==> config.mk <==
export PLATFORM = sky130hd
export DESIGN_NAME = murmur64a_key_hash_top
export DESIGN_NICKNAME = d
export VERILOG_FILES = /design/src/rtl/mmkh_pkg.sv /design/src/rtl/murmur64a_key_hash_top.sv /design/src/rtl/mmkh_mul.sv
export SDC_FILE = /design/constraint.sdc
export NUM_CORES = 2
export LEC_CHECK = 0
export ABC_AREA = 1
export ABC_CLOCK_PERIOD_IN_PS = 10400
export BUFFER_PORTS_ARGS = -buffer_cell sky130_fd_sc_hd__buf_2
export CAP_MARGIN = 30
export CORE_MARGIN = 3
export CORE_UTILIZATION = 45
export DETAILED_ROUTE_END_ITERATION = 7
export HOLD_SLACK_MARGIN = 0.12
export PLACE_DENSITY = 0.7
export SKIP_LAST_GASP = 1
export SLEW_MARGIN = 15
export SYNTH_ARGS = -nofsm -noshare
export SYNTH_HDL_FRONTEND = slang
export SYNTH_SLANG_ARGS = --single-unit
==> constraint.sdc <==
create_clock -name clock -period 10.4 [get_ports clock]
set_input_delay 2.08 -clock clock [delete_from_list [all_inputs] [get_ports clock]]
set_output_delay 2.08 -clock clock [all_outputs]
set_load 0.02 [all_outputs]
==> src/rtl/mmkh_pkg.sv <==
// Shared constants, handshake structs and helpers for the MurmurHash64A key hasher.
package mmkh_pkg;

   localparam logic [63:0] MIX_MULT  = 64'hc6a4a7935bd1e995;
   localparam int unsigned MIX_SHIFT = 47;

   typedef struct packed {
      logic        start;
      logic [63:0] operand;
   } mul_req_type;

   typedef struct packed {
      logic        done;
      logic [63:0] product;
   } mul_rsp_type;

   // keep the low count bytes of a word
   function automatic logic [63:0] byte_mask(input logic [3:0] count);
      logic [63:0] mask;
      mask = '0;
      for (int i = 0; i < 8; i++) begin
         if (4'(i) < count) begin
            mask[8*i +: 8] = 8'hff;
         end
      end
      return mask;
   endfunction

endpackage

==> src/rtl/murmur64a_key_hash_top.sv <==
// Top level of the streaming MurmurHash64A key hasher.
// Every 64-bit multiply runs through the LL, HL and LH partial-product steps of the shared 32x32 multiplier unit.
// Each beat runs M multiplies, and the next beat is stalled until they are through: +1 on a key's
// first beat (length seed), +3 for a full word, +1 for a partial word, +1 on the last beat.
// A last beat also passes the hand-off state to load the result register; the result waits there for the sink.
// Reset (synchronous, active high) clears the sequencer, the result valid and the seed to zero.
module murmur64a_key_hash_top
   import mmkh_pkg::*;
(
   input  logic        clock,
   input  logic        reset,
   // key word beats
   input  logic        req_valid,
   output logic        req_stall,
   input  logic [63:0] req_key_word,
   input  logic [3:0]  req_byte_count,
   input  logic        req_last,
   input  logic [31:0] req_key_length,
   // hash result beats
   output logic        rsp_valid,
   input  logic        rsp_stall,
   output logic [63:0] rsp_hash_value,
   // seed register write
   input  logic        csr_valid,
   output logic        csr_ready,
   input  logic [31:0] csr_hash_seed
);

   // Sequencer states: each multiply state waits for the shared unit to finish.
   localparam logic [2:0] S_IDLE = 3'd0;  // take a beat
   localparam logic [2:0] S_LEN  = 3'd1;  // length * mult for the seed
   localparam logic [2:0] S_K1   = 3'd2;  // word * mult
   localparam logic [2:0] S_K2   = 3'd3;  // (k ^ k>>47) * mult
   localparam logic [2:0] S_H    = 3'd4;  // fold: h * mult
   localparam logic [2:0] S_FIN  = 3'd5;  // finalize: (h ^ h>>47) * mult
   localparam logic [2:0] S_OUT  = 3'd6;  // hand the hash to the result register

   logic [2:0]  state_ff, state_in;
   logic        first_ff, first_in;
   logic [31:0] seed_ff, seed_in;
   logic [63:0] h_ff, h_in;
   logic [63:0] word_ff, word_in;
   logic [3:0]  cnt_ff, cnt_in;
   logic        last_ff, last_in;
   logic        rsp_valid_ff, rsp_valid_in;
   logic [63:0] rsp_hash_ff, rsp_hash_in;

   mul_req_type mul_req;
   mul_rsp_type mul_rsp;

   logic        accept;
   logic        in_idle;
   logic [63:0] word_cur;
   logic [3:0]  cnt_cur;
   logic        last_cur;
   logic        cnt_full;
   logic        cnt_none;
   logic        enter_data;
   logic        enter_tail;
   logic [63:0] h_a;
   logic [63:0] h_t;
   logic [63:0] k_mix;
   logic        slot_free;

   mmkh_mul u_mul (
      .clock   (clock),
      .reset   (reset),
      .mul_req (mul_req),
      .mul_rsp (mul_rsp)
   );

   // Only the idle state takes a beat; the seed register is always writable.
   assign in_idle   = (state_ff == S_IDLE);
   assign req_stall = !in_idle;
   assign accept    = req_valid && in_idle;
   assign csr_ready = 1'b1;
   assign slot_free = !rsp_valid_ff || !rsp_stall;

   // In the accept cycle work straight off the ports; later off the held copy.
   assign word_cur = in_idle ? req_key_word   : word_ff;
   assign cnt_cur  = in_idle ? req_byte_count : cnt_ff;
   assign last_cur = in_idle ? req_last       : last_ff;
   assign cnt_full = cnt_cur[3];          // eight or more bytes: full word
   assign cnt_none = (cnt_cur == 4'd0);

   // Seed phase done: either a continuing key, or the length multiply returned.
   assign enter_data = (accept && !first_ff) || (state_ff == S_LEN && mul_rsp.done);
   assign h_a        = (state_ff == S_LEN) ? ({32'b0, seed_ff} ^ mul_rsp.product) : h_ff;

   // Data phase done: nothing to fold, or the fold multiply returned.
   assign enter_tail = (enter_data && cnt_none) || (state_ff == S_H && mul_rsp.done);
   assign h_t        = (state_ff == S_H) ? mul_rsp.product : h_a;

   assign k_mix = mul_rsp.product ^ (mul_rsp.product >> MIX_SHIFT);

   always_comb begin
      state_in        = state_ff;
      first_in        = first_ff;
      h_in            = h_ff;
      word_in         = word_ff;
      cnt_in          = cnt_ff;
      last_in         = last_ff;
      mul_req.start   = 1'b0;
      mul_req.operand = h_ff;

      // latch the beat and, on a key's first beat, open a new key with the length multiply
      if (accept) begin
         word_in = req_key_word;
         cnt_in  = req_byte_count;
         last_in = req_last;
         if (first_ff) begin
            mul_req.start   = 1'b1;
            mul_req.operand = {32'b0, req_key_length};
            state_in        = S_LEN;
         end
      end

      // fold the word: full words go through the mix, partial words are masked
      if (enter_data && !cnt_none) begin
         mul_req.start = 1'b1;
         if (cnt_full) begin
            mul_req.operand = word_cur;
            h_in            = h_a;
            state_in        = S_K1;
         end else begin
            mul_req.operand = h_a ^ (word_cur & byte_mask(cnt_cur));
            state_in        = S_H;
         end
      end

      if (state_ff == S_K1 && mul_rsp.done) begin
         mul_req.start   = 1'b1;
         mul_req.operand = k_mix;
         state_in        = S_K2;
      end

      if (state_ff == S_K2 && mul_rsp.done) begin
         mul_req.start   = 1'b1;
         mul_req.operand = h_ff ^ mul_rsp.product;
         state_in        = S_H;
      end

      // end of beat: finalize on last, else hold the running hash
      if (enter_tail) begin
         if (last_cur) begin
            mul_req.start   = 1'b1;
            mul_req.operand = h_t ^ (h_t >> MIX_SHIFT);
            state_in        = S_FIN;
         end else begin
            h_in     = h_t;
            first_in = 1'b0;
            state_in = S_IDLE;
         end
      end

      if (state_ff == S_FIN && mul_rsp.done) begin
         h_in     = k_mix;
         state_in = S_OUT;
      end

      // drop the hash into the result register once it is free
      if (state_ff == S_OUT && slot_free) begin
         first_in = 1'b1;
         state_in = S_IDLE;
      end
   end

   always_comb begin
      rsp_valid_in = rsp_valid_ff;
      rsp_hash_in  = rsp_hash_ff;
      if (state_ff == S_OUT && slot_free) begin
         rsp_valid_in = 1'b1;
         rsp_hash_in  = h_ff;
      end else if (rsp_valid_ff && !rsp_stall) begin
         rsp_valid_in = 1'b0;
      end
   end

   assign seed_in = (csr_valid && csr_ready) ? csr_hash_seed : seed_ff;

   always_ff @(posedge clock) begin
      if (reset) begin
         state_ff     <= S_IDLE;
         first_ff     <= 1'b1;
         seed_ff      <= '0;
         rsp_valid_ff <= 1'b0;
      end else begin
         state_ff     <= state_in;
         first_ff     <= first_in;
         seed_ff      <= seed_in;
         rsp_valid_ff <= rsp_valid_in;
      end
      h_ff        <= h_in;
      word_ff     <= word_in;
      cnt_ff      <= cnt_in;
      last_ff     <= last_in;
      rsp_hash_ff <= rsp_hash_in;
   end

   assign rsp_valid      = rsp_valid_ff;
   assign rsp_hash_value = rsp_hash_ff;

   // The multiplier only reports back while the sequencer is waiting on it.
   a_mul_done_expected : assert property (@(posedge clock) disable iff (reset)
      mul_rsp.done |-> (state_ff == S_LEN || state_ff == S_K1 || state_ff == S_K2 ||
                        state_ff == S_H || state_ff == S_FIN))
      else $error("multiplier result with no sequencer state waiting");

   // A new result only comes out of the hand-off state.
   a_rsp_from_out : assert property (@(posedge clock) disable iff (reset)
      $rose(rsp_valid_ff) |-> $past(state_ff == S_OUT))
      else $error("result loaded outside the hand-off state");

   // An accepted beat starts work on the sequencer, unless it is an empty, non-last beat of a continuing key.
   a_accept_busy : assert property (@(posedge clock) disable iff (reset)
      (accept && !(req_byte_count == 4'd0 && !req_last && !first_ff)) |=> !in_idle)
      else $error("accepted beat did not start the sequencer");

endmodule

==> src/rtl/mmkh_mul.sv <==
// Iterative 64x64 (low half) multiply by the mix constant on one 32x32 multiplier.
module mmkh_mul
   import mmkh_pkg::*;
(
   input  logic        clock,
   input  logic        reset,
   input  mul_req_type mul_req,
   output mul_rsp_type mul_rsp
);

   localparam logic [2:0] STEP_IDLE = 3'd0;
   localparam logic [2:0] STEP_LL   = 3'd1;
   localparam logic [2:0] STEP_HL   = 3'd2;
   localparam logic [2:0] STEP_LH   = 3'd3;
   localparam logic [2:0] STEP_DONE = 3'd4;

   localparam logic [31:0] MULT_LO = MIX_MULT[31:0];
   localparam logic [31:0] MULT_HI = MIX_MULT[63:32];

   logic [2:0]  step_ff, step_in;
   logic [63:0] opa_ff, opa_in;
   logic [63:0] acc_ff, acc_in;
   logic [31:0] mul_x, mul_y;
   logic [63:0] prod;

   // operand select for the single shared multiplier
   always_comb begin
      mul_x = opa_ff[31:0];
      mul_y = MULT_LO;
      case (step_ff)
         STEP_HL: begin
            mul_x = opa_ff[63:32];
            mul_y = MULT_LO;
         end
         STEP_LH: begin
            mul_x = opa_ff[31:0];
            mul_y = MULT_HI;
         end
         default: begin
            mul_x = opa_ff[31:0];
            mul_y = MULT_LO;
         end
      endcase
   end

   assign prod = mul_x * mul_y;

   always_comb begin
      step_in = step_ff;
      opa_in  = opa_ff;
      acc_in  = acc_ff;
      case (step_ff)
         STEP_IDLE: begin
            if (mul_req.start) begin
               opa_in  = mul_req.operand;
               step_in = STEP_LL;
            end
         end
         STEP_LL: begin
            acc_in  = prod;
            step_in = STEP_HL;
         end
         STEP_HL: begin
            acc_in[63:32] = acc_ff[63:32] + prod[31:0];
            step_in       = STEP_LH;
         end
         STEP_LH: begin
            acc_in[63:32] = acc_ff[63:32] + prod[31:0];
            step_in       = STEP_DONE;
         end
         STEP_DONE: begin
            // a chained request may arrive in the same cycle as the result
            if (mul_req.start) begin
               opa_in  = mul_req.operand;
               step_in = STEP_LL;
            end else begin
               step_in = STEP_IDLE;
            end
         end
         default: begin
            step_in = STEP_IDLE;
         end
      endcase
   end

   always_ff @(posedge clock) begin
      if (reset) begin
         step_ff <= STEP_IDLE;
      end else begin
         step_ff <= step_in;
      end
      opa_ff <= opa_in;
      acc_ff <= acc_in;
   end

   assign mul_rsp.done    = (step_ff == STEP_DONE);
   assign mul_rsp.product = acc_ff;

endmodule
==> PnR_summary.wiki <==
{| class="wikitable"
! Metric !! Value
|-
| Post-Synth XOR/XNOR Area || 0.0298
|-
| Chip width || 334 um
|-
| Ratio of cells with drive above 1 in the final layout || 0.0764
|-
| Number of antenna violations at the first check in global routing || 5
|-
| Dominant combinational cell family by area after synthesis || adder cells
|-
| Number of stages on the worst hold path || 0
|-
| Number of global-route vias before repair || 41200
|-
| Summed negative setup slack over all endpoints || 0 ns
|-
| R2R cell count || 37
|-
| Max-capacitance violation count || 0
|-
| Synth area leader || sky130_fd_sc_hd__fa_1
|-
| Cell row count || 119
|-
| Critical register-to-register path startpoint || u_mul.step_ff[1]
|-
| GPL Wtd Cong || 1.07
|-
| Outcome || completed
|-
| Slack of the worst reg-to-reg path || 0.54 ns
|-
| GRT Total Usage || 0.314
|-
| Worst-Skew Late Latency || 0.59 ns
|-
| Post-cts hold buffer count || 0
|-
| Number of clock sinks || 365
|-
| Post-synth EDFFs || 261
|-
| Worst slack, placed || 0.473 ns
|-
| Headroom to the max-slew limit || 0.306
|-
| Cell at the slowest stage of the critical path || sky130_fd_sc_hd__o21ai_0
|-
| Clock period minus worst slack || 9.86 ns
|-
| Setup slack of the critical path after layout || 0.545 ns
|-
| Post-synthesis instance area || 0.0485 mm^2
|-
| Hold Path Origin || h_ff[51]
|-
| Number of hold violations in the final report || 0
|-
| Delay of the slowest cell on the worst path || 0.73 ns
|-
| Vias/cell || 5.51
|-
| Cells taking the most area after synthesis || sky130_fd_sc_hd__fa_1 25%, sky130_fd_sc_hd__edfxtp_1 16%, sky130_fd_sc_hd__ha_1 11%
|-
| Maximum clock skew at final layout || 0.0248 ns
|-
| Sequential-to-total area share from yosys stat || 0.204
|-
| Initial Utilization || 0.457
|-
| Proportion of netlist area held by the largest area contributor || 0.251
|-
| Largest net degree at the start of global routing || 83
|-
| Sum of net half-perimeters after detailed placement || 145 mm
|-
| Adder-Cell Fraction of Synth Area || 0.363
|-
| Final layout net count || 7513
|-
| Worst min-delay path class || reg -> reg
|-
| Leading cell type by number of instances after synthesis || sky130_fd_sc_hd__nand2_1
|-
| Cell count after synthesis || 6179
|-
| Crit path top cell by count || sky130_fd_sc_hd__inv_1
|-
| Setup repair bufs after CTS || 0
|-
| Crit path max fanout || 20
|-
| Num ports || 205
|-
| Final period utilization || 0.948
|-
| GR Overflow Total || 0
|-
| Actual transition at the worst max-transition pin || 1.04 ns
|-
| Async SR Flop Fraction || 0
|-
| Synthesis Warnings || 0
|-
| Vias after detailed routing || 42700
|-
| Critical path start-end classification || reg -> reg
|-
| Synth-to-layout area growth || 8.39%
|-
| Setup repair after global routing missed its margin || false
|-
| Total core area || 0.106 mm^2
|-
| Y dimension of the die || 334 um
|-
| # DRC || 0
|-
| Count of nets left with antenna violations after detail routing || 0
|-
| Total die area || 0.112 mm^2
|-
| Worst Hold Margin || 0.445 ns
|-
| Max Clock Freq || 101 MHz
|-
| DR pass1 iterations || 7
|-
| Seq cells post-synth || 365
|-
| Worst min-delay path endpoint || rsp_hash_value[51]
|-
| Dominant synthesized flop cell || sky130_fd_sc_hd__edfxtp_1
|-
| Clock slew at reported path FFs || 0.06 ns
|-
| Count of distinct cell types in the synthesized netlist || 47
|-
| Starting DRC count in detailed routing || 5091
|-
| Share of synthesized area spent on multiplexers || 0.00144
|-
| Number of I/O port buffers || 203
|-
| CTS buffer count || 38
|-
| Synth Area in Compound Gates || 0.0923
|-
| Count of H-tree levels built during CTS || 2
|-
| Reg-to-Reg End || u_mul.acc_ff[56]
|-
| First-pass GRT wire length || 263 mm
|-
| Most frequent cells after synthesis || 1320 x sky130_fd_sc_hd__nand2_1, 1181 x sky130_fd_sc_hd__inv_1, 627 x sky130_fd_sc_hd__nor2_1, 608 x sky130_fd_sc_hd__fa_1, 437 x sky130_fd_sc_hd__ha_1
|-
| Critical path startpoint category || flip-flop
|-
| Clock Root Buffer || sky130_fd_sc_hd__clkbuf_16
|-
| Synth Area in Simple Gates || 0.196
|-
| Avg Cell Area, Syn || 7.85 um^2
|-
| Number of max-slew violations in the final report || 0
|-
| Overall routed net length || 176 mm
|-
| Average wire length per cell after detail routing || 22.7 um
|-
| Setup-violating endpoint count in the final report || 0
|-
| Clock tree from TritonCTS || built
|-
| CP Capture Type || flip-flop
|-
| Data required, critical path || 10.74 ns
|-
| Number of buffers on the longest clock path || 3
|-
| Data arrival time of the critical path || 10.20 ns
|}
==> cell type report <==
class	count	area, um^2
clock inverters	20	216
fillers	10200	53600
clock buffers	50	1070
well taps	1391	1740
multi-input cells	4404	33200
flip-flops and latches	365	9920
repair buffers	319	1910
diodes	1	2.50
inverters	1202	4510
==> worst max-delay path, delay by kind of cell (launching register included) <==
family / cells / cell delay, ns
adder cells (fa/ha/maj): 9 / 4.30
AND/OR/NAND/NOR: 13 / 2.11
buffers and inverters: 12 / 1.36
AO/OA/AOI/OAI: 2 / 0.97
XOR/XNOR: 1 / 0.45
flip-flops: 1 / 0.41
==> flip-flops by register name, summed over array words and instances, names as in the netlist <==
| signal | cells |
|---|---|
| state_ff | 3 |
| cnt_ff | 4 |
| u_mul.step_ff | 3 |
| seed_ff | 32 |
| u_mul.opa_ff | 64 |
| u_mul.acc_ff | 64 |
| rsp_valid | 1 |
| last_ff | 1 |
| h_ff | 64 |
| first_ff | 1 |
| word_ff | 64 |
| rsp_hash_value | 64 |
==> metal layers <==
metal,track usage,part of all wire
met5,0,0.000074
met4,0.112,0.041
met3,0.0654,0.11
met2,0.475,0.43
met1,0.446,0.41
==> layout by cell type, fill, tap and decap left out, drive strengths merged, types with 19 or more instances in the layout <==
cell       n
clkbuf    50
nand2   1332
buf      319
fa       608
a21boi    20
inv     1202
xor2      97
nor3      19
nand4     28
or2       45
nor2     635
xnor2     68
nand3    268
ha       437
o211ai    44
edfxtp   261
dfxtp    104
o21ai    407
a21oi    300
==> what timing repair did <==
item,in CTS,in global routing
gates resized for setup,0,2
endpoints found under the setup margin,0,8
hold endpoints to repair,0,0
==> worst max-delay path by stage <==
stage                          start               end  slack, ns  depth (start not counted)
floorplan           u_mul.step_ff[1]  u_mul.acc_ff[63]       1.69                         40
global placement    u_mul.step_ff[1]  u_mul.acc_ff[62]       0.46                         42
detailed placement  u_mul.step_ff[1]  u_mul.acc_ff[56]       0.47                         35
CTS                 u_mul.step_ff[1]  u_mul.acc_ff[62]       0.41                         42
global route        u_mul.step_ff[1]  u_mul.acc_ff[62]       0.04                         40
finish              u_mul.step_ff[1]  u_mul.acc_ff[56]       0.54                         37
==> kinds of logic after synthesis <==
family	Yosys count
simple gates	2351
buf+inv	1415
fa+ha+maj	1045
compound gates	829
flops	365
xor+xnor	165
mux	7
other cells	2
==> stage by stage <==
stage | instances | cell area [um^2] | utilization
floorplan | 6184 | 48600 | -
global placement | 7676 | 51200 | 0.483
detailed placement | 7680 | 51300 | 0.483
CTS | 7750 | 52600 | 0.495
global route | 7751 | 52600 | 0.496
finish | 7752 | 52600 | 0.496
Power is not shown: default switching activity piles up to over one toggle a cycle in this logic, so the estimate is an artifact.
